File: src/rtl/core/xcpd_pkg.sv
`timescale 1ns / 1ps
`default_nettype none
// ----------------------------------------------------------------------------
// XOR-checked packet deframer package
// Shared types and constants for the frame parser, result stage and
// configuration register.
// ----------------------------------------------------------------------------
package xcpd_pkg;

    localparam logic [7:0] START_BYTE    = 8'hAA;
    localparam logic [7:0] MIN_FRAME_LEN = 8'd6;
    localparam logic [7:0] CAPACITY_RST  = 8'd249;

    localparam logic KIND_PAYLOAD = 1'b0;
    localparam logic KIND_STATUS  = 1'b1;

    localparam logic REG_CAPACITY = 1'b0;

    typedef enum logic [1:0] {
        PH_HUNT = 2'd0,
        PH_LEN  = 2'd1,
        PH_BODY = 2'd2
    } t_phase;

    typedef enum logic [1:0] {
        ST_OK        = 2'd0,
        ST_BAD_LEN   = 2'd1,
        ST_BAD_SUM   = 2'd2,
        ST_TOO_LARGE = 2'd3
    } t_status;

    typedef struct packed {
        logic        kind;
        logic [7:0]  payload_byte;
        t_status     status;
        logic [15:0] command;
        logic [7:0]  length;
        logic        frame_end;
    } t_result;

endpackage
`default_nettype wire

File: src/rtl/core/xor_checked_packet_deframer_top.sv
`timescale 1ns / 1ps
`default_nettype none
// ----------------------------------------------------------------------------
// XOR-checked packet deframer
// Parses length-prefixed serial frames and reports payload bytes and status.
// ----------------------------------------------------------------------------
// The block can take one received byte in every cycle and answers each byte
// with at most one result in the next cycle: a payload byte as it arrives, or
// one status result at the end of a frame (or at once for a bad length).
// The rate is set by the single frame-state register update per byte; the
// result register lets a new byte in while a held result is being taken.
// While a result waits in the result register and the consumer is not ready,
// no byte is taken, even one that would give no result.
// Payload of a frame whose status is not ok must be dropped by the consumer.
module xor_checked_packet_deframer_top (
    input  wire logic        i_clk,
    input  wire logic        i_rst_n,
    input  wire logic        i_rx_valid,
    output logic             o_rx_ready,
    input  wire logic [7:0]  i_rx_byte,
    output logic             o_res_valid,
    input  wire logic        i_res_ready,
    output logic             o_out_kind,
    output logic      [7:0]  o_payload_byte,
    output logic      [1:0]  o_frame_status,
    output logic      [15:0] o_frame_command,
    output logic      [7:0]  o_payload_length,
    output logic             o_frame_end,
    input  wire logic        psel,
    input  wire logic        penable,
    input  wire logic        pwrite,
    input  wire logic [2:0]  paddr,
    input  wire logic [31:0] pwdata,
    output logic      [31:0] prdata,
    output logic             pready
);
    import xcpd_pkg::*;

    logic       w_accept;
    logic       w_free;
    logic       w_load;
    logic [7:0] w_capacity;
    t_result    w_res;
    t_result    w_out;

    assign o_rx_ready = w_free;
    assign w_accept   = i_rx_valid && w_free;

    xcpd_cfg u_cfg (
        .i_clk      (i_clk),
        .i_rst_n    (i_rst_n),
        .psel       (psel),
        .penable    (penable),
        .pwrite     (pwrite),
        .paddr      (paddr),
        .pwdata     (pwdata),
        .prdata     (prdata),
        .pready     (pready),
        .o_capacity (w_capacity)
    );

    xcpd_parser u_parser (
        .i_clk       (i_clk),
        .i_rst_n     (i_rst_n),
        .i_accept    (w_accept),
        .i_rx_byte   (i_rx_byte),
        .i_capacity  (w_capacity),
        .o_res_valid (w_load),
        .o_res       (w_res)
    );

    xcpd_out_reg u_out (
        .i_clk   (i_clk),
        .i_rst_n (i_rst_n),
        .i_load  (w_load),
        .i_res   (w_res),
        .i_ready (i_res_ready),
        .o_free  (w_free),
        .o_valid (o_res_valid),
        .o_res   (w_out)
    );

    assign o_out_kind       = w_out.kind;
    assign o_payload_byte   = w_out.payload_byte;
    assign o_frame_status   = w_out.status;
    assign o_frame_command  = w_out.command;
    assign o_payload_length = w_out.length;
    assign o_frame_end      = w_out.frame_end;

endmodule
`default_nettype wire

File: src/rtl/core/xcpd_cfg.sv
`timescale 1ns / 1ps
`default_nettype none
// ----------------------------------------------------------------------------
// Configuration register
// APB-style port holding the response capacity register.
// ----------------------------------------------------------------------------
module xcpd_cfg (
    input  wire logic        i_clk,
    input  wire logic        i_rst_n,
    input  wire logic        psel,
    input  wire logic        penable,
    input  wire logic        pwrite,
    input  wire logic [2:0]  paddr,
    input  wire logic [31:0] pwdata,
    output logic      [31:0] prdata,
    output logic             pready,
    output logic      [7:0]  o_capacity
);
    import xcpd_pkg::*;

    logic [7:0] r_capacity;
    logic       w_hit;

    assign w_hit = (paddr[2] == REG_CAPACITY);

    always_ff @(posedge i_clk) begin
        if (!i_rst_n) begin
            r_capacity <= CAPACITY_RST;
        end else if (psel && penable && pwrite && w_hit) begin
            r_capacity <= pwdata[7:0];
        end
    end

    assign pready     = 1'b1;
    assign prdata     = w_hit ? {24'd0, r_capacity} : 32'd0;
    assign o_capacity = r_capacity;

endmodule
`default_nettype wire

File: src/rtl/core/xcpd_parser.sv
`timescale 1ns / 1ps
`default_nettype none
// ----------------------------------------------------------------------------
// Frame parser
// Tracks the frame position and checksum, and forms at most one result for
// each accepted byte.
// ----------------------------------------------------------------------------
module xcpd_parser (
    input  wire logic             i_clk,
    input  wire logic             i_rst_n,
    input  wire logic             i_accept,
    input  wire logic [7:0]       i_rx_byte,
    input  wire logic [7:0]       i_capacity,
    output logic                  o_res_valid,
    output xcpd_pkg::t_result     o_res
);
    import xcpd_pkg::*;

    t_phase      r_phase, n_phase;
    logic [7:0]  r_len, n_len;
    logic [7:0]  r_pos, n_pos;
    logic [7:0]  r_xor, n_xor;
    logic [15:0] r_cmd, n_cmd;
    logic [7:0]  w_plen;

    always_ff @(posedge i_clk) begin
        if (!i_rst_n) begin
            r_phase <= PH_HUNT;
            r_len   <= 8'd0;
            r_pos   <= 8'd0;
            r_xor   <= 8'd0;
            r_cmd   <= 16'd0;
        end else begin
            r_phase <= n_phase;
            r_len   <= n_len;
            r_pos   <= n_pos;
            r_xor   <= n_xor;
            r_cmd   <= n_cmd;
        end
    end

    assign w_plen = r_len - MIN_FRAME_LEN;

    always_comb begin
        n_phase     = r_phase;
        n_len       = r_len;
        n_pos       = r_pos;
        n_xor       = r_xor;
        n_cmd       = r_cmd;
        o_res_valid = 1'b0;
        o_res       = '0;
        if (i_accept) begin
            case (r_phase)
                PH_LEN: begin
                    n_xor = i_rx_byte;
                    if (i_rx_byte < MIN_FRAME_LEN) begin
                        n_phase         = PH_HUNT;
                        n_pos           = 8'd0;
                        o_res_valid     = 1'b1;
                        o_res.kind      = KIND_STATUS;
                        o_res.status    = ST_BAD_LEN;
                        o_res.frame_end = 1'b1;
                    end else begin
                        n_len   = i_rx_byte;
                        n_pos   = 8'd2;
                        n_phase = PH_BODY;
                    end
                end
                PH_BODY: begin
                    if (r_pos == r_len - 8'd1) begin
                        n_phase         = PH_HUNT;
                        n_pos           = 8'd0;
                        o_res_valid     = 1'b1;
                        o_res.kind      = KIND_STATUS;
                        o_res.command   = r_cmd;
                        o_res.length    = w_plen;
                        o_res.frame_end = 1'b1;
                        if (r_xor != 8'd0) begin
                            o_res.status = ST_BAD_SUM;
                        end else if (w_plen > i_capacity) begin
                            o_res.status = ST_TOO_LARGE;
                        end else begin
                            o_res.status = ST_OK;
                        end
                    end else begin
                        n_xor = r_xor ^ i_rx_byte;
                        n_pos = r_pos + 8'd1;
                        if (r_pos == 8'd2) begin
                            n_cmd = {i_rx_byte, r_cmd[7:0]};
                        end else if (r_pos == 8'd3) begin
                            n_cmd = {r_cmd[15:8], i_rx_byte};
                        end else if (({1'b0, r_pos} + 9'd2) < {1'b0, r_len}) begin
                            o_res_valid        = 1'b1;
                            o_res.kind         = KIND_PAYLOAD;
                            o_res.payload_byte = i_rx_byte;
                        end
                    end
                end
                default: begin
                    n_phase = PH_HUNT;
                    if (i_rx_byte == START_BYTE) begin
                        n_phase = PH_LEN;
                        n_pos   = 8'd1;
                        n_xor   = 8'd0;
                        n_cmd   = 16'd0;
                    end
                end
            endcase
        end
    end

endmodule
`default_nettype wire

File: src/rtl/core/xcpd_out_reg.sv
`timescale 1ns / 1ps
`default_nettype none
// ----------------------------------------------------------------------------
// Result register
// Holds one result until the consumer completes the transfer, and allows a
// new result to be loaded in the cycle the held one leaves.
// ----------------------------------------------------------------------------
module xcpd_out_reg (
    input  wire logic             i_clk,
    input  wire logic             i_rst_n,
    input  wire logic             i_load,
    input  wire xcpd_pkg::t_result i_res,
    input  wire logic             i_ready,
    output logic                  o_free,
    output logic                  o_valid,
    output xcpd_pkg::t_result     o_res
);
    import xcpd_pkg::*;

    logic    r_valid;
    t_result r_res;

    assign o_free = !r_valid || i_ready;

    always_ff @(posedge i_clk) begin
        if (!i_rst_n) begin
            r_valid <= 1'b0;
        end else if (o_free) begin
            r_valid <= i_load;
        end
    end

    always_ff @(posedge i_clk) begin
        if (o_free && i_load) begin
            r_res <= i_res;
        end
    end

    assign o_valid = r_valid;
    assign o_res   = r_res;

endmodule
`default_nettype wire
File: config.mk
export PLATFORM = sky130hd
export DESIGN_NAME = xor_checked_packet_deframer_top
export DESIGN_NICKNAME = d
export VERILOG_FILES = /design/src/rtl/core/xcpd_pkg.sv /design/src/rtl/core/xor_checked_packet_deframer_top.sv /design/src/rtl/core/xcpd_cfg.sv /design/src/rtl/core/xcpd_parser.sv /design/src/rtl/core/xcpd_out_reg.sv
export SDC_FILE = /design/constraint.sdc
export NUM_CORES = 1
export LEC_CHECK = 0
export ABC_CLOCK_PERIOD_IN_PS = 4300
export BUFFER_PORTS_ARGS = -buffer_cell sky130_fd_sc_hd__buf_4
export CAP_MARGIN = 20
export CELL_PAD_IN_SITES_DETAIL_PLACEMENT = 1
export CELL_PAD_IN_SITES_GLOBAL_PLACEMENT = 2
export CORE_ASPECT_RATIO = 0.75
export CORE_MARGIN = 3
export CORE_UTILIZATION = 33
export CTS_CLUSTER_DIAMETER = 50
export CTS_CLUSTER_SIZE = 28
export DETAILED_ROUTE_END_ITERATION = 10
export PLACE_DENSITY = 0.88
export RECOVER_POWER = 100
export SYNTH_ARGS = -nofsm -noshare
export SYNTH_HDL_FRONTEND = slang
export SYNTH_HIERARCHICAL = 1
export SYNTH_SLANG_ARGS = --single-unit
File: constraint.sdc
create_clock -name i_clk -period 4.3 [get_ports i_clk]
set_input_delay 0.43 -clock i_clk [delete_from_list [all_inputs] [get_ports i_clk]]
set_output_delay 0.43 -clock i_clk [all_outputs]
set_load 0.1 [all_outputs]
Yosys cells after proc, flatten, opt, wreduce, memory -nomap -nowiden
Cells that the tools add are included.
{ "op_classes": {"add_sub_neg": 4, "n_lt_le_gt_ge": 3, "n_eq_ne": 11, "muxes": 35, "bitwise": 7, "n_reduce_logical": 18} }
{ "op_table": {"columns": ["operator", "n"], "rows": [
  ["$mux W8", 8],
  ["$mux W16", 3],
  ["$pmux W16 S2", 1],
  ["$pmux W8 S2", 2],
  ["$mux W27", 1],
  ["$eq A8 B2 Y1 const B", 2],
  ["$mux W2", 5],
  ["$add A8 B2 Y9 const B", 1],
  ["$lt A9 B8 Y1", 1],
  ["$mux W1", 9],
  ["$mux W9", 1],
  ["$reduce_and A3 Y1", 3],
  ["$add A8 B1 Y8 const B", 1],
  ["$eq A8 B8 Y1", 1],
  ["$eq A8 B8 Y1 const B", 1],
  ["$gt A8 B8 Y1", 1],
  ["$lt A8 B3 Y1 const B", 1],
  ["$pmux W2 S2", 2],
  ["$reduce_bool A8 Y1", 1],
  ["$sub A8 B1 Y8 const B", 1],
  ["$sub A8 B3 Y8 const B", 1],
  ["$xor A8 B8 Y8", 1],
  ["$ne A2 B1 Y1 const B", 3],
  ["$not A1 Y1", 6],
  ["13 further kinds", 21]
]} }
{ "totals": {"reg_bits": 87, "inputBits": 50, "output_inout_bits": 71, "wordCells": 92} }

Depth between registers and ports, before layout
{ "depth": {"word_depth": 9, "ltp_mapped": 12, "mapped_depth_nobuf": 11} }

By module
Netlist, hierarchy kept.
{ "modules_own_cells": {"columns": ["module", "n_inst", "cells_each", "area_each_um2", "seq_area_each_um2"], "rows": [
  ["xcpd_parser", 1, 395, 3183.1, 840.8],
  ["xcpd_out_reg", 1, 41, 1138.6, 1101.1],
  ["xcpd_cfg", 1, 70, 620.6, 160.2],
  ["xor_checked_packet_deframer_top", 1, 1, 6.3, 0.0]
]} }

Least setup slack after synthesis
Ideal clock, no wire load.
{ "synth_timing": {"path_kind": "flip-flop to flip-flop", "from": "register u_parser.r_pos[3]", "to": "register u_out.r_res (netlist bit u_out/o_res[0]), enable pin", "setup_ns": 0.346, "arrival_time_ns": 2.726, "t_required_ns": 3.954, "setup_slack_ns": 1.228, "path_stages_with_launch": 12, "path_buffers": 1, "period_less_slack_ns": 3.072, "cell_sequence": "dfxtp_1 buf_2 nand2_1 or3_1 xnor2_1 ha_1 a211o_1 o221ai_1 a21oi_1 or2_2 a31oi_1 and2_4"} }
{ "synth_between": {"elab_chain_len": 9, "word_cells_on_any_way": 12, "classes_between": "1 x add/sub; 1 x order compare; 3 x eq/ne; 6 x mux; 1 x reduce/logical"} }
{ "synth_lines": {"columns": ["element", "line", "source"], "rows": [
  ["start: declaration", "xcpd_parser.sv:21", "logic [7:0] r_pos, n_pos;"],
  ["start signal: assignment", "xcpd_parser.sv:36", "r_pos <= n_pos;"],
  ["$add A8 B2 Y9", "xcpd_parser.sv:92", "end else if (({1'b0, r_pos} + 9'd2) < {1'b0, r_len}) begin"],
  ["$lt A9 B8 Y1", "xcpd_parser.sv:92", null],
  ["$mux W1", "xcpd_parser.sv:92", null],
  ["$mux W1", "xcpd_parser.sv:90", "end else if (r_pos == 8'd3) begin"],
  ["$mux W1", "xcpd_parser.sv:88", "if (r_pos == 8'd2) begin"],
  ["$mux W1 (*)", "xcpd_parser.sv:70", "if (r_pos == r_len - 8'd1) begin"],
  ["$pmux W1 S2 (*)", "xcpd_parser.sv:53", "case (r_phase)"],
  ["$mux W1 (*)", "xcpd_parser.sv:52", "if (i_accept) begin"],
  ["named net w_load", "xor_checked_packet_deframer_top.sv:41", "logic w_load;"],
  ["$logic_and A1 B1 Y1 (*)", "xcpd_out_reg.sv:34", "if (o_free && i_load) begin"],
  ["end signal: assignment", "xcpd_out_reg.sv:35", "r_res <= i_res;"],
  ["end: declaration", "xcpd_out_reg.sv:21", "t_result r_res;"]
]} }
The timed path passes the listed nets; every way through them passes the cells marked *.
A chain may end at the register's enable or synchronous reset.

Final worst setup path
{ "layout_timing": {"from": "register u_parser.r_len[1]", "to": "register u_out.r_res (netlist bit u_out/o_res[19]), data pin"} }
{ "layout_between": {"elab_chain_len": 3} }
{ "layout_lines": {"columns": ["element", "line", "source"], "rows": [
  ["start: declaration", "xcpd_parser.sv:20", "logic [7:0] r_len, n_len;"],
  ["start signal: assignment", "xcpd_parser.sv:35", "r_len <= n_len;"],
  ["$sub A8 B1 Y8", "xcpd_parser.sv:70", null],
  ["$eq A8 B8 Y1", "xcpd_parser.sv:70", null],
  ["$reduce_and A3 Y1 (no source line)", null, null]
]} }
No other way between the ends.

==> summary.md <==
| Metric | Value |
|---|---|
| Fin. max-slew vios | `26` |
| Vias in the first global route | `4,150` |
| Critical Path RT | `roughly 4.5 ns` |
| Setup TNS | `0 ns` |
| Worst-path fanout max | `22` |
| DP Wirelength | `10.3 mm` |
| IO Port Bufs | `69` |
| Register area | `2100 sq um` |
| Post-CTS setup buffers | `0` |
| Post-Syn Area | `4950 sq um` |
| TritonCTS clock tree | `done` |
| Die ar. | `16,500 sq um` |
| Fill cells | `1,683` |
| Area grow syn2layout | `13.3%` |
| Reg2reg start | `u_parser/r_len[1]` |
| Sequential share of the synthesized area | `42.5%` |
| Top FF cell, synth | `dfxtp_1` |
| Hold Path Origin | `pwdata[2]` |
| Initial Utilization | `34.0%` |
| H-tree depth | `3` |
| WS Path Type | `register to register` |
| Drt initial violations | `~310` |
| Static Leak | `2.09 nW` |
| HP Class | `primary input to register` |
| Peak Freq | `around 0.27 GHz` |
| Status | `finished, violations left` |
| First-pass GRT wire length | `roughly 22 mm` |
| Initial antenna violation count | `0` |
| Fin Clk Skew | `0.00954 ns` |
| Initial DRT Pass Iterations | `5` |
| CTS root buf | `clkbuf_16` |
| # nets final | `~640` |
| Pwr dens | `334 nW/um^2` |
| Worst Setup Start Kind | `register` |
| Tot Pwr | `about 1.9 mW` |
| Synth cell count leaders | `51 x dfxtp_1, 36 x edfxtp_1, 34 x and2_1, 29 x nand2_1, 28 x buf_4` |
| # diodes | `0` |
| Fin. Hold Viols | `0` |
| Final Wtd Congestion | `0.820` |
| Syn avg cell area | `9.76 sq um` |
| Hold buffers post-CTS | `0` |
| Post-CTS sizing | `0` |
| FF+latch count, synth | `between 80 and 90` |
| Top-area cell type share of the netlist area | `21.8%` |
| Clk_lat worst skew | `between 0.3 and 0.4 ns` |
| Max-Slew Margin vs Limit | `-19.1%` |
| Number of remaining DRC errors | `0` |
| Synth Warn # | `6` |
| Mapped Cells | `507` |
| Fin crit share | `84.8%` |
| Routed vias/inst | `5.10` |
| Unrepaired setup endpoints after global routing | `false` |
| Slew at the pin closest to its max-slew limit | `1.77 ns` |
| Largest cells by area after synthesis | `edfxtp_1 22%, dfxtp_1 21%, ha_1 6.1%, and2_1 4.3%, buf_4 4.2%` |
| Via count | `3,925` |
| Place WS | `slightly above 0.7 ns` |
| Most frequent cell after synthesis | `dfxtp_1` |
| Sinks on the clock net | `87` |
| Largest net degree at the start of global routing | `37` |
| Worst vdd ir | `151 uV` |
| Setup crit start | `u_parser/r_len[1]` |
| Synth cell types | `67` |
| Share of cells above drive strength 1 | `about a tenth` |
| Worst setup margin | `0.654 ns` |
| Top-level port count | `121` |
| Routed WL per cell | `18.0 microns` |
| Multi-input logic area | `between 2000 and 2500 sq um` |
| FP Rows | `38` |
| Final design utilization | `38.5%` |
| CP endpoint kind | `register` |
| Maxcap violations | `2` |
| Failing checks | `capacitance limit, slew limit` |
| Minimum clock period | `3.65 ns` |
| Die Span X | `approximately 150 microns` |
| Total wire length | `between 10 and 15 mm` |
| Clock-pin slew on the worst setup and hold paths | `0.07 ns` |
| Crit path DAT | `3.84 ns` |
| EDFF count, synth | `36` |
| GRT Overall Usage | `~17%` |
| Core area | `about 15,000 sq um` |
| Post-route ant nets | `0` |
| Synth async-reset ratio | `0%` |
| Area leader, netlist | `edfxtp_1` |
| Die H | `112 microns` |
| Clock Path Buffers | `2` |
| Final Setup Violations | `0` |
| Inserted Clock Buffers | `9` |
| Overflow left after global routing | `0` |
## kinds of logic after synthesis
family | after synthesis | share of synthesized area, %
compound gates | 96 | 13.8
xor+xnor | 20 | 3.54
fa+ha+maj | 24 | 6.07
buf+inv | 70 | 8.04
flops | 87 | 42.5
mux | 14 | 2.83
other cells | 2 | 0.152
simple gates | 194 | 23.1
## area by class of cell
type	instances	share of cell area (%)
Sequential cell	87	37.5
Inverter	22	1.47
Multi-Input combinational cell	373	44.6
Clock inverter	7	1.54
Clock buffer	9	4.02
Tap cell	200	4.46
Timing Repair Buffer	72	6.43
## routing by layer
layer,GRT usage (%),vias up,part of all wire (%)
met5,0,-,0
met3,4.36,9,5.1
li1,-,1886,-
met4,3.23,0,0.85
met1,21.8,1924,47
met2,28.5,106,47
## where the power goes
group	total (mW)	internal, mW	switching [mW]	leakage (nW)
logic	0.194	0.0303	0.163	1.20
registers	0.855	0.853	0.00138	0.744
clock network	0.825	0.464	0.361	0.150
## worst max-delay path, cell delays in order (launching register included)
cell and delay, ns:
dfxtp_1 0.47, inv_1 0.15, ha_1 0.26, o21ba_2 0.21
a221o_1 0.36, and2_0 0.17, nor3_1 0.83, and3_1 0.77
and2_0 0.26
## cell usage in the layout (no fill, tap or decap), drive strengths merged, types with 2 or more instances in the layout
cell type	Yosys	final
clkbuf	12	57
dfxtp	51	51
edfxtp	36	36
and2	35	35
nand2	29	29
a21oi	28	28
nand3	27	27
nor2	27	27
inv	22	26
conb	2	25
buf	36	24
ha	24	24
o21ai	18	18
nor2b	17	17
a22o	15	15
mux2i	14	14
xnor2	14	14
and2b	8	8
nand4	8	8
nand3b	8	8
xor2	6	6
nand2b	6	6
nor3	5	5
nor4	5	5
nor4b	4	4
a31oi	4	4
o31ai	4	4
or3	3	3
o21a	3	3
and3	3	3
o211ai	3	3
a211o	2	2
o31a	2	2
a221o	2	2
or4	2	2
a21o	2	2
a211oi	2	2
nand4b	2	2
nor3b	2	2
## metrics by stage
| stage | area [sq um] | hold WS (ns) | instances |
|---|---|---|---|
| after floorplan | 5030 | 0.441 | 530 |
| after global placement | 5510 | 0.458 | 754 |
| after detailed placement | 5510 | 0.468 | 754 |
| after CTS | 5820 | 0.339 | 770 |
| after global routing | 5610 | 0.362 | 770 |
| final | 5610 | 0.348 | 770 |
## registers in the layout (all words and copies together), names as in the netlist
register	cells
u_parser/r_cmd	16
u_parser/r_phase	2
u_parser/r_len	8
u_out/o_res	36
u_parser/r_xor	8
u_out/o_valid	1
u_cfg/o_capacity	8
u_parser/r_pos	8
## worst paths after layout
path                              end  slack (ns)  cells past startpoint
hold reg to reg   u_cfg/o_capacity[2]        0.48                      2
hold / removal    u_cfg/o_capacity[2]        0.35                      3
setup reg to reg      u_out/o_res[19]        0.65                      8
setup / recovery      u_out/o_res[19]        0.65                      8
(Power assumes the default switching activity.)
